File: config.mk
export PLATFORM = sky130hd
export DESIGN_NAME = uplink_slot_resolver_fcnt_issuer_unit
export DESIGN_NICKNAME = d
export VERILOG_FILES = /design/src/rtl/usrfi_pkg.sv /design/src/rtl/usrfi_slot_mem.sv /design/src/rtl/usrfi_match_unit.sv /design/src/rtl/uplink_slot_resolver_fcnt_issuer_unit.sv
export SDC_FILE = /design/constraint.sdc
export NUM_CORES = 2
export LEC_CHECK = 0
export BUFFER_PORTS_ARGS = -buffer_cell sky130_fd_sc_hd__buf_2
export CORE_AREA = 2 2 467 469
export CTS_BUF_LIST = sky130_fd_sc_hd__clkbuf_8 sky130_fd_sc_hd__clkbuf_16
export DETAILED_ROUTE_END_ITERATION = 10
export DIE_AREA = 0 0 469 471
export PLACE_DENSITY_LB_ADDON = 0.1
export RECOVER_POWER = 100
export SYNTH_ARGS = -nofsm -noshare
export SYNTH_HDL_FRONTEND = slang
export SYNTH_SLANG_ARGS = --single-unit
File: constraint.sdc
create_clock -name clk -period 15.67 [get_ports clk]
set_input_delay 2.3505 -clock clk [delete_from_list [all_inputs] [get_ports clk]]
set_output_delay 2.3505 -clock clk [all_outputs]
set_load 0.01 [all_outputs]
File: src/rtl/usrfi_pkg.sv
package usrfi_pkg;

	localparam logic [1:0] ACT_UPLINK = 2'd0;
	localparam logic [1:0] ACT_WRITE  = 2'd1;
	localparam logic [1:0] ACT_CLEAR  = 2'd2;

	localparam logic [1:0] SEL_ANY   = 2'd0;
	localparam logic [1:0] SEL_PROTO = 2'd1;
	localparam logic [1:0] SEL_NODE  = 2'd2;

	localparam logic [1:0] STAT_OK      = 2'd0;
	localparam logic [1:0] STAT_EXHAUST = 2'd1;
	localparam logic [1:0] STAT_FAIL    = 2'd2;

	localparam logic [7:0] SYNC_MESH    = 8'h2B;
	localparam logic [7:0] SYNC_MC      = 8'h12;
	localparam logic [7:0] SYNC_RNS     = 8'h42;
	localparam logic [7:0] SYNC_LORAWAN = 8'h34;

	localparam logic [2:0] PCODE_MESH    = 3'd0;
	localparam logic [2:0] PCODE_MC      = 3'd1;
	localparam logic [2:0] PCODE_RNS     = 3'd2;
	localparam logic [2:0] PCODE_LORAWAN = 3'd3;
	localparam logic [2:0] PCODE_CUSTOM  = 3'd4;

	localparam logic [15:0] RESERVE_BLOCK_RESET = 16'd64;

	typedef struct packed {
		logic        used;
		logic [1:0]  selector;
		logic [31:0] match;
		logic [31:0] address;
		logic [7:0]  port;
		logic [31:0] counter;
		logic [31:0] reserved;
	} slot_entry_t;

	typedef struct packed {
		logic node;
		logic proto;
		logic any;
	} slot_hits_t;

	function automatic logic [2:0] proto_code(input logic [7:0] sync);
		logic [2:0] code;
		case (sync)
			SYNC_MESH:    code = PCODE_MESH;
			SYNC_MC:      code = PCODE_MC;
			SYNC_RNS:     code = PCODE_RNS;
			SYNC_LORAWAN: code = PCODE_LORAWAN;
			default:      code = PCODE_CUSTOM;
		endcase
		return code;
	endfunction

endpackage

File: src/rtl/usrfi_slot_mem.sv
module usrfi_slot_mem
	import usrfi_pkg::*;
#(
	parameter int DEPTH = 8,
	parameter int AW    = 3
) (
	input  logic          clk,
	input  logic          arst_n,
	input  logic          rd_en,
	input  logic [AW-1:0] rd_addr,
	output slot_entry_t   rd_data,
	input  logic          wr_en,
	input  logic [AW-1:0] wr_addr,
	input  logic          wr_valid,
	input  slot_entry_t   wr_data
);

	slot_entry_t         mem_q [DEPTH];
	logic [DEPTH-1:0]    valid_q;
	slot_entry_t         rdata_q;
	logic                rvalid_q;

	always_ff @(posedge clk) begin
		if (wr_en) begin
			mem_q[wr_addr] <= wr_data;
		end
		if (rd_en) begin
			rdata_q <= mem_q[rd_addr];
		end
	end

	// an entry never written since reset or last clear reads as all zero
	always_ff @(posedge clk or negedge arst_n) begin
		if (!arst_n) begin
			valid_q  <= '0;
			rvalid_q <= 1'b0;
		end else begin
			if (wr_en) begin
				valid_q[wr_addr] <= wr_valid;
			end
			if (rd_en) begin
				rvalid_q <= valid_q[rd_addr];
			end
		end
	end

	assign rd_data = rvalid_q ? rdata_q : '0;

endmodule

File: src/rtl/usrfi_match_unit.sv
module usrfi_match_unit
	import usrfi_pkg::*;
(
	input  slot_entry_t entry,
	input  logic [2:0]  code,
	input  logic [31:0] source_id,
	output slot_hits_t  hits
);

	logic live;

	assign live = entry.used && (entry.address != 32'd0);

	always_comb begin
		hits = '0;
		case (entry.selector)
			SEL_NODE:  hits.node  = live && (code == PCODE_MESH) && (source_id == entry.match);
			SEL_PROTO: hits.proto = live && ({5'd0, code} == entry.match[7:0]);
			SEL_ANY:   hits.any   = live;
			default:   hits = '0;
		endcase
	end

endmodule

File: src/rtl/uplink_slot_resolver_fcnt_issuer_unit.sv
// Slot resolver and frame-counter issuer. Pulse start while busy is low to
// hand over one transaction; the result appears for exactly one cycle with
// done high and must be taken then, since the receiver cannot stall. The slot
// table sits in a single-port-read memory that one compare unit walks one slot
// per cycle, and one 33-bit adder serves both the reservation step and the
// counter increment. An ignored or out-of-range action goes straight to done,
// a clear writes the slot, a write reads the slot and then updates it, and an
// uplink scans every slot, picks the best match and, if there is one, runs the
// reservation step and issues a counter unless it ends exhausted or with a
// failed store. The block accepts the next transaction the cycle after done.
module uplink_slot_resolver_fcnt_issuer_unit
	import usrfi_pkg::*;
#(
	parameter int SLOT_COUNT = 8
) (
	input  logic        clk,
	input  logic        arst_n,
	input  logic        psel,
	input  logic        penable,
	input  logic        pwrite,
	input  logic [2:0]  paddr,
	input  logic [31:0] pwdata,
	output logic [31:0] prdata,
	output logic        pready,
	input  logic        start,
	output logic        busy,
	input  logic [1:0]  action,
	input  logic [7:0]  sync_word,
	input  logic [31:0] source_id,
	input  logic        store_ok,
	input  logic [2:0]  slot,
	input  logic        entry_in_use,
	input  logic [1:0]  entry_selector,
	input  logic [31:0] entry_match,
	input  logic [31:0] entry_address,
	input  logic [7:0]  entry_port,
	input  logic [31:0] seed_count,
	output logic        done,
	output logic        matched,
	output logic [2:0]  slot_index,
	output logic [31:0] device_address,
	output logic [7:0]  port,
	output logic [31:0] frame_count,
	output logic [1:0]  count_status,
	output logic        persist_request,
	output logic [31:0] persist_value
);

	localparam int SW = (SLOT_COUNT > 1) ? $clog2(SLOT_COUNT) : 1;
	localparam logic [SW-1:0] LAST_SLOT = SW'(SLOT_COUNT - 1);

	localparam logic [3:0] ST_IDLE   = 4'd0;
	localparam logic [3:0] ST_CLEAR  = 4'd1;
	localparam logic [3:0] ST_WR_RD  = 4'd2;
	localparam logic [3:0] ST_WR_UPD = 4'd3;
	localparam logic [3:0] ST_SCAN   = 4'd4;
	localparam logic [3:0] ST_SCAN_E = 4'd5;
	localparam logic [3:0] ST_PICK   = 4'd6;
	localparam logic [3:0] ST_CALC   = 4'd7;
	localparam logic [3:0] ST_ISSUE  = 4'd8;
	localparam logic [3:0] ST_DONE   = 4'd9;

	logic [3:0]  state_q;
	logic [15:0] reserve_block_q;

	// transaction latched at accept
	logic [2:0]    code_q;
	logic [31:0]   src_q;
	logic          store_ok_q;
	logic [SW-1:0] slot_q;
	slot_entry_t   entry_q;
	logic [31:0]   seed_q;

	logic [SW-1:0] idx_q;
	logic          chk_s1;
	logic [SW-1:0] cidx_s1;
	slot_hits_t    found_q;
	logic [SW-1:0] node_idx_q;
	logic [SW-1:0] proto_idx_q;
	logic [SW-1:0] any_idx_q;
	logic [SW-1:0] sel_q;
	logic [31:0]   new_res_q;

	logic          accept;
	logic          cfg_wr;
	logic          slot_ok;
	logic          rd_en;
	logic [SW-1:0] rd_addr;
	slot_entry_t   rd_data;
	logic          wr_en;
	logic [SW-1:0] wr_addr;
	logic          wr_valid;
	slot_entry_t   wr_data;
	slot_hits_t    hits;
	logic          any_found;
	logic [SW-1:0] best_idx;
	logic          ge;
	logic [31:0]   add_b;
	logic [32:0]   sum;

	assign pready = 1'b1;
	assign cfg_wr = psel && penable && pwrite;
	assign prdata = paddr[2] ? 32'd0 : {16'd0, reserve_block_q};

	always_ff @(posedge clk or negedge arst_n) begin
		if (!arst_n) begin
			reserve_block_q <= RESERVE_BLOCK_RESET;
		end else if (cfg_wr && !paddr[2]) begin
			reserve_block_q <= pwdata[15:0];
		end
	end

	assign busy    = (state_q != ST_IDLE);
	assign done    = (state_q == ST_DONE);
	assign accept  = start && !busy;
	assign slot_ok = (int'(slot) < SLOT_COUNT);

	usrfi_slot_mem #(
		.DEPTH (SLOT_COUNT),
		.AW    (SW)
	) u_mem (
		.clk      (clk),
		.arst_n   (arst_n),
		.rd_en    (rd_en),
		.rd_addr  (rd_addr),
		.rd_data  (rd_data),
		.wr_en    (wr_en),
		.wr_addr  (wr_addr),
		.wr_valid (wr_valid),
		.wr_data  (wr_data)
	);

	usrfi_match_unit u_match (
		.entry     (rd_data),
		.code      (code_q),
		.source_id (src_q),
		.hits      (hits)
	);

	assign any_found = found_q.node || found_q.proto || found_q.any;
	assign best_idx  = found_q.node  ? node_idx_q :
	                   found_q.proto ? proto_idx_q : any_idx_q;

	always_comb begin
		rd_en   = 1'b0;
		rd_addr = idx_q;
		case (state_q)
			ST_SCAN: begin
				rd_en = 1'b1;
			end
			ST_WR_RD: begin
				rd_en   = 1'b1;
				rd_addr = slot_q;
			end
			ST_PICK: begin
				rd_en   = any_found;
				rd_addr = best_idx;
			end
			default: begin
				rd_en = 1'b0;
			end
		endcase
	end

	// shared adder: counter + 1 + block in the reservation step, counter + 1 at issue
	assign ge    = (rd_data.counter >= rd_data.reserved);
	assign add_b = (state_q == ST_CALC) ? {16'd0, reserve_block_q} : 32'd0;
	assign sum   = {1'b0, rd_data.counter} + {1'b0, add_b} + 33'd1;

	always_comb begin
		wr_en    = 1'b0;
		wr_addr  = slot_q;
		wr_valid = 1'b1;
		wr_data  = entry_q;
		case (state_q)
			ST_CLEAR: begin
				wr_en    = 1'b1;
				wr_valid = 1'b0;
			end
			ST_WR_UPD: begin
				wr_en = 1'b1;
				if (entry_q.address != rd_data.address) begin
					wr_data.counter  = (entry_q.address == 32'd0) ? 32'd0 : seed_q;
					wr_data.reserved = (entry_q.address == 32'd0) ? 32'd0 : seed_q;
				end else begin
					wr_data.counter  = rd_data.counter;
					wr_data.reserved = rd_data.reserved;
				end
			end
			ST_ISSUE: begin
				wr_en            = 1'b1;
				wr_addr          = sel_q;
				wr_data          = rd_data;
				wr_data.counter  = sum[31:0];
				wr_data.reserved = new_res_q;
			end
			default: begin
				wr_en = 1'b0;
			end
		endcase
	end

	always_ff @(posedge clk) begin
		if (accept) begin
			code_q            <= proto_code(sync_word);
			src_q             <= source_id;
			store_ok_q        <= store_ok;
			slot_q            <= SW'(slot);
			entry_q.used      <= entry_in_use;
			entry_q.selector  <= entry_selector;
			entry_q.match     <= entry_match;
			entry_q.address   <= entry_address;
			entry_q.port      <= entry_port;
			entry_q.counter   <= 32'd0;
			entry_q.reserved  <= 32'd0;
			seed_q            <= seed_count;
		end
		cidx_s1 <= idx_q;
		if (chk_s1) begin
			if (hits.node && !found_q.node) begin
				node_idx_q <= cidx_s1;
			end
			if (hits.proto && !found_q.proto) begin
				proto_idx_q <= cidx_s1;
			end
			if (hits.any && !found_q.any) begin
				any_idx_q <= cidx_s1;
			end
		end
		if (state_q == ST_PICK) begin
			sel_q <= best_idx;
		end
		if (state_q == ST_CALC) begin
			new_res_q <= ge ? sum[31:0] : rd_data.reserved;
		end
	end

	always_ff @(posedge clk or negedge arst_n) begin
		if (!arst_n) begin
			state_q <= ST_IDLE;
			idx_q   <= '0;
			chk_s1  <= 1'b0;
			found_q <= '0;
		end else begin
			chk_s1 <= (state_q == ST_SCAN);
			if (chk_s1) begin
				found_q <= found_q | hits;
			end
			case (state_q)
				ST_IDLE: begin
					if (accept) begin
						idx_q   <= '0;
						found_q <= '0;
						if (action == ACT_UPLINK) begin
							state_q <= ST_SCAN;
						end else if (action == ACT_WRITE && slot_ok) begin
							state_q <= ST_WR_RD;
						end else if (action == ACT_CLEAR && slot_ok) begin
							state_q <= ST_CLEAR;
						end else begin
							state_q <= ST_DONE;
						end
					end
				end
				ST_CLEAR:  state_q <= ST_DONE;
				ST_WR_RD:  state_q <= ST_WR_UPD;
				ST_WR_UPD: state_q <= ST_DONE;
				ST_SCAN: begin
					idx_q <= idx_q + 1'b1;
					if (idx_q == LAST_SLOT) begin
						state_q <= ST_SCAN_E;
					end
				end
				ST_SCAN_E: state_q <= ST_PICK;
				ST_PICK:   state_q <= any_found ? ST_CALC : ST_DONE;
				ST_CALC: begin
					if (ge && (sum[32] || !store_ok_q)) begin
						state_q <= ST_DONE;
					end else begin
						state_q <= ST_ISSUE;
					end
				end
				ST_ISSUE: state_q <= ST_DONE;
				ST_DONE:  state_q <= ST_IDLE;
				default:  state_q <= ST_IDLE;
			endcase
		end
	end

	// result registers: zero at accept, filled in as the uplink proceeds
	always_ff @(posedge clk) begin
		if (accept) begin
			matched         <= 1'b0;
			slot_index      <= 3'd0;
			device_address  <= 32'd0;
			port            <= 8'd0;
			frame_count     <= 32'd0;
			count_status    <= STAT_OK;
			persist_request <= 1'b0;
			persist_value   <= 32'd0;
		end else if (state_q == ST_CALC) begin
			matched        <= 1'b1;
			slot_index     <= 3'(sel_q);
			device_address <= rd_data.address;
			port           <= rd_data.port;
			if (ge) begin
				if (sum[32]) begin
					count_status <= STAT_EXHAUST;
				end else begin
					persist_request <= 1'b1;
					persist_value   <= sum[31:0];
					if (!store_ok_q) begin
						count_status <= STAT_FAIL;
					end
				end
			end
		end else if (state_q == ST_ISSUE) begin
			frame_count  <= rd_data.counter;
			count_status <= STAT_OK;
		end
	end

`ifndef NO_ASSERTIONS
	a_done_after_busy: assert property (@(posedge clk) disable iff (!arst_n)
		done |-> ($past(busy) || $past(start && !busy)))
		else $error("done without a transaction in flight");

	a_accept_busy: assert property (@(posedge clk) disable iff (!arst_n)
		(start && !busy) |=> busy)
		else $error("accepted transaction did not raise busy");

	a_nomatch_zero: assert property (@(posedge clk) disable iff (!arst_n)
		(done && !matched) |-> (count_status == STAT_OK && !persist_request
			&& frame_count == 32'd0 && device_address == 32'd0))
		else $error("unmatched result carries nonzero fields");

	a_exhaust_no_persist: assert property (@(posedge clk) disable iff (!arst_n)
		(done && count_status == STAT_EXHAUST) |-> (!persist_request && matched))
		else $error("exhausted result requests a reservation write");
`endif

endmodule

**Word level (Yosys, flattened, before mapping)**

Memories as Yosys holds them, arrays and structs flattened. A register that Yosys moved wholly into a read port is not among the register bits.
Cells that the tools add are included.

- Logic and storage cells: 154
- Flip-flop bits (word level): 340
- Memories kept: 1
- Bits in writable memories: 1112

Memory list:

| memory | depth | bits a word | read ports | clocked after Yosys merged registers in | wr ports | RTL line | source |
|---|---|---|---|---|---|---|---|
| u_mem.mem_q | 8 | 139 | 1 | 1 | 1 | usrfi_slot_mem.sv:18 | `slot_entry_t mem_q [DEPTH];` |

- Bitwise logic cells: 3
- Reductions and logical operators: 41
- Mux-type cells: 44
- Eq/ne operators: 25
- Order comparisons: 4
- Add/sub/neg operators: 3

Operator list:

| cell | number |
|---|---|
| two-way mux 139 bit | 1 |
| one-hot mux 64 bit (2 select lines) | 1 |
| two-way mux 75 bit | 1 |
| two-way mux 32 bit | 2 |
| two-way mux 64 bit | 1 |
| adder 32 x 16 -> 33 bit | 1 |
| adder 33 x 1 -> 33 bit (second input constant) | 1 |
| == test 32 bit | 1 |
| >= comparator 32 bit | 1 |
| logical NOT 32 bit | 1 |
| two-way mux 16 bit | 2 |
| inequality test 32 bit | 1 |
| nonzero test 32 bit | 1 |
| one-hot mux 4 bit (7 select lines) | 1 |
| two-way mux 4 bit | 6 |
| two-way mux 3 bit | 7 |
| == test 4 x 3 -> 1 bit (second input constant) | 4 |
| == test 8 x 6 -> 1 bit (second input constant) | 2 |
| logical AND 1 bit | 13 |
| one-hot mux 3 bit (2 select lines) | 2 |
| one-hot mux 3 bit (4 select lines) | 1 |
| AND reduction 2 bit | 6 |
| two-way mux 1 bit | 10 |
| two-way mux 2 bit | 5 |
| other kinds (31) | 48 |

**Logic depth before layout (Yosys ltp)**

- Depth after elaboration: 10
- Mapped depth: 18

**Cells and area by module**

From an unflattened synthesis, not the netlist that was laid out.

- Cell total of the unflattened synthesis: 3741
- Area, all modules: 64921.0 um2

By module, submodules not included:

| module | cells an instance | times used | area an instance (um2) | sequential area each (um2) |
|---|---|---|---|---|
| usrfi_slot_mem | 1938 | 1 | 48213.7 | 37791.2 |
| uplink_slot_resolver_fcnt_issuer_unit | 1737 | 1 | 16198.0 | 8664.6 |
| usrfi_match_unit | 66 | 1 | 509.2 | 0.0 |

**Least setup slack after synthesis**

No wires, ideal clock.

- Path type: register to register
- From: register state_q[0]
- To: register u_mem.valid_q[7]
- Slack: 7217 ps
- Stages on the path, launching flop included: 9
- Period minus slack after synthesis: 8453 ps
- Data arrival time: 8356 ps
- Buffers on the path: 2
- Cell sequence: dfrtp_1 > buf_2 > nor3_1 > and2_1 > clkbuf_1 > nand3_1 > o31ai_1 > nor2b_1 > mux2_2

- Longest elaborated chain between the ends: 7
- Elaborated cells between the ends (all ways): 13
- Classes of those cells: 2 x order compare; 3 x eq/ne; 6 x mux; 2 x reduce/logical

Ends and longest elaborated chain:

| element | RTL line | source |
|---|---|---|
| start, declared | uplink_slot_resolver_fcnt_issuer_unit.sv:63 | `logic [3:0] state_q;` |
| start signal, assigned | uplink_slot_resolver_fcnt_issuer_unit.sv:275 | `ST_PICK: state_q <= any_found ? ST_CALC : ST_DONE;` |
| == test 4 bit | uplink_slot_resolver_fcnt_issuer_unit.sv:175 | `case (state_q)` |
| two-way mux 3 bit | uplink_slot_resolver_fcnt_issuer_unit.sv:175 |  |
| < comparator 3 x 4 -> 1 bit (implied by the code) or >= comparator 3 x 1 -> 1 bit (tied branches) | usrfi_slot_mem.sv:39 | `valid_q[wr_addr] <= wr_valid;` |
| logical AND 1 bit (implied by the code) | usrfi_slot_mem.sv:39 |  |
| two-way mux 1 bit (implied by the code) | usrfi_slot_mem.sv:39 |  |
| demux 1 bit (select 3 bit) | -- |  |
| bitwise mux 8 bit | usrfi_slot_mem.sv:39 |  |
| end signal, assigned by index | usrfi_slot_mem.sv:39 |  |
| end, declared | usrfi_slot_mem.sv:19 | `logic [DEPTH-1:0] valid_q;` |

Several ways; a longest one is shown, not always the timed one.
A chain may end at the register's enable or synchronous reset.

==> summary by stage <==
Clock network
The clock passes through at most 3 buffers. The post-CTS clock slew at the launch and capture registers of the worst setup and hold paths is 0.06 ns. The number of setup buffers added after CTS is 0.

The number of buffers inserted for hold repair after clock tree synthesis is 0. The tree built by TritonCTS fans out to 1,591 sinks. TritonCTS built the clock tree. The insertion delay of the later-clocked pin in the worst-skew pair is 0.83 ns. The number of gates resized after CTS is 0. The number of buffers created by CTS is 181. The tree is rooted in a clkbuf_16.

The level count of the clock H-tree is 4.

Run
The tool flagged a number of max-cap violations equal to 32.

Drt
The total vias in the final route is 35,450. The first-pass detailed-route iteration total is 5. The DRC violations left is 0. The number of antenna-violating nets in the routed design is 0. The ratio of routed vias to standard cells is 4.967. The detailed router's first-iteration violation count is 2,684. The final layout contains routed wiring with a total length of 191,600 um. In the final routed layout, each cell accounts on average for 26.85 um.

Critical path
The signal on the critical path passes through clkbuf_1, a22oi_1, nor4_1, nand4_1, buf_4, or2_2, buf_4, o21ai_0. The startpoint of the most critical register-to-register path is u_mem.rvalid_q. At the worst endpoint, the required time is 16.11 ns. The first element of the critical path is u_mem.rvalid_q. The critical setup path kind is reg2reg. Among cell families on the critical path, the largest total delay comes from buffers and inverters.

The number of buffer and inverter instances along the worst setup path is 3. Measured in cells, the most critical reg-to-reg path has a length of 8. The element type at the critical path start is a flop.

The register-to-register setup slack is 5.56 ns. The highest-delay cell along the critical path is clkbuf_1. The cell occurring most often along the worst timing path is buf_4.

The delay contributed by the slowest stage of the critical path is 4.67 ns. The destination of the worst register-to-register timing path is u_mem.mem_q[6][10]. The capturing element type of the critical path is a flop.

The peak fanout along the critical path is 132. Counting buffers and inverters, the worst setup path is 8 cells deep. The data arrival time of the critical path is 10.55 ns.

Timing
The largest clock skew in the final design is 0.04492 ns. The tightest hold path in the finished design has a slack of 0.4514 ns. The setup TNS is 0 ns. Derived from the worst setup path, the maximum achievable clock frequency is 98.90 MHz. The final number of setup-violating endpoints is 0. The clock period minus final worst setup slack is 10.11 ns. The final hold violation count is 0. The post-route fraction of the period consumed by the critical path is 0.6453. The final worst setup slack is 5.559 ns.

The final number of max-transition violations is 1,202. At the pin with the least slew margin, the transition time is 6.699 ns. Setup repair after global routing left no endpoint under its margin. The worst max-slew margin expressed relative to the limit is -3.466.

Placed design
Timing analysis after detailed placement gives a worst setup slack of 9.604 ns. Summed over all nets, the half-perimeter wirelength after detailed placement is 113,000 um. The quantity of I/O buffers inserted on ports is 304.

At the end of routability-driven placement, the weighted congestion stood at 0.7867. Once placement finished, the instance area stood at 69,230 um2.

Floorplan
The starting density of the core is 0.2981. The placeable core area is 216,100 um2. The total number of placement rows is 171.

The die is 471 um tall. The die is 469 um wide. 340 I/O pins were placed. The die area is 220,900 um2.

Finish
In the final layout, flip-flops and latches occupy 46,460 um2. After filler insertion, the fill cell instance count of the layout stands at 20,780. After the last flow step, the layout net total stands at 4,376.

Of the cells placed in the final design, the portion with a size suffix greater than 1 is 0.2167. The area growth from synthesis to layout is 16.04%. The total area of multi-input combinational cells is 16,790 um2. The finished cells cover 74,740 um2.

Synthesis
The average cell area after synthesis is 17.02 um2. The synthesis warning total is 0. The number of distinct standard cells referenced by the synthesized netlist is 86. The top-area cell type share of the netlist area is 0.6718. Synthesis inferred 1,591 register bits. Sorting the synthesized cells by area gives the leading types as edfxtp_1, mux4_2, dfxtp_1, mux2_2, nand2_1.

The share of synthesized area occupied by flip-flops and latches is 0.7212. The post-synthesis instance area is 64,410 um2. The cell count after synthesis is 3,785.

The async set-or-reset flop fraction in the synthesized netlist is 0.02263. The most instantiated flip-flop cell in the synthesis netlist is edfxtp_1. The top cell type by total area after synthesis is edfxtp_1. The number of enable-type register cells in the synthesized netlist is 1,441.

Hold path
The worst hold endpoint is cidx_s1[0]. The start point of the worst min-delay path is idx_q[0]. The number of cells on the worst hold path is 0.

In this run the worst hold path is classified as reg2reg.

Global route
For this run, global-route usage on met2 was measured as 0.2857. The global-route track usage on met1 is 0.2322. The total congestion overflow after global routing is 0. The layer with the highest usage is met2. In the global route stage, overall resource usage came out at 0.1715. The initial antenna violation count is 5. Entering global routing, the biggest net connects 149 pins. The number of global-route vias before repair came to 36,780.

The first-pass GRT wire length is 273,400 um. The met3 usage in global routing is 0.02487.

Power and ir drop
The leakage power summed over all cells is 0.02437 uW. For this design the ratio of total power to cell area is 196.8 nW/um2. The worst-case IR drop observed on VDD is 154.5 uV.

Outcome
The flow ran to the end, but the final reports show violations. The final reports fail on capacitance limit, slew limit.
==> cell type report <==
type                            instances  area share
Timing Repair Buffer                  372     0.02416
Sequential cell                      1591      0.6216
Clock buffer                          193     0.06311
Clock inverter                        141     0.01604
Inverter                               51    0.002595
Antenna cell                            1  0.00003348
Tap cell                             2854     0.04778
Multi-Input combinational cell       1934      0.2247
==> cells by family (layout without fill, tap and decap cells) <==
kind of cell | Yosys count | after routing | synth area share
adder cells (fa/ha/maj) | 51 | 51 | 0.01002
XOR/XNOR | 57 | 57 | 0.007751
other | 2 | 18 | 0.0001166
AND/OR/NAND/NOR | 868 | 868 | 0.06412
flip-flops | 1591 | 1591 | 0.7212
buffers and inverters | 275 | 757 | 0.01917
multiplexers | 454 | 454 | 0.1277
AO/OA/AOI/OAI | 487 | 487 | 0.04990
==> synth_stat cells, types with 10 or more instances <==
cell type  count
a211oi_1      22
a21o_1        11
a21oi_1      142
a221o_1       22
a22oi_1       31
a31o_2        16
a31oi_1       16
and2_1        23
buf_1         30
buf_2         59
buf_4         30
clkbuf_1     102
dfrtp_1       35
dfxtp_1      114
edfxtp_1    1441
ha_1          50
inv_1         50
mux2_2       160
mux2i_1       16
mux4_2       278
nand2_1      359
nand2b_1      10
nand3_1      178
nand3b_1      18
nand4_1       12
nor2_1       125
nor2b_1       25
nor3_1        31
nor4_1        23
o211ai_1      23
o21ai_0      107
o221ai_1      19
o22ai_1       12
or3_1         19
xnor2_1       41
xor2_1        16
==> layer usage <==
metal	wire length, um	vias to the layer above
met5	27	-
met4	4816	6
met3	7454	236
met2	93340	822
met1	86010	18680
li1	-	15700
==> cell usage in the layout, fill, tap and decap left out, types with 25 or more instances in the layout <==
master	instances
nor2b_1	25
dfrtp_1	34
inv_1	102
xnor2_1	41
clkbuf_1	174
nor2_1	125
a21oi_1	141
nand3_1	176
dfxtp_1	114
a22oi_1	31
ha_1	50
mux4_2	278
clkbuf_16	183
buf_2	147
o21ai_0	108
clkinv_2	26
clkinv_1	27
edfxtp_1	1441
mux2_2	153
nor3_1	31
buf_4	47
nand2_1	359
==> registers in the layout, summed over array words and instances (netlist names), 4 cells and up <==
signal / count
new_res_q: 32
frame_count: 32
persist_value: 32
seed_q: 32
u_mem.valid_q: 8
reserve_block_q: 16
device_address: 32
u_mem.mem_q: 1112
u_mem.rdata_q: 139
src_q: 32
port: 8
entry_q: 75
state_q: 4
==> power breakdown <==
group	leakage, uW	switching, uW	internal, uW
registers	0.0146	393	5950
logic	0.00667	2600	1580
clock network	0.00310	1780	2410
==> through the flow <==
step / util / power, uW / instances
4_1_cts: 0.3477 / 14980 / 7136
2_1_floorplan: - / 9208 / 3800
3_3_place_gp: 0.3204 / 10710 / 6802
6_report: 0.3459 / 14710 / 7137
5_1_grt: 0.3459 / 15490 / 7137
3_5_place_dp: 0.3204 / 10730 / 6802
==> worst max-delay path by stage <==
stage / to
floorplan: u_mem.valid_q[7]
global placement: u_mem.rdata_q[16]
detailed placement: u_mem.rdata_q[16]
CTS: u_mem.rdata_q[52]
global route: new_res_q[24]
finish: u_mem.mem_q[6][10]
Power figures use the tool's default switching activity.
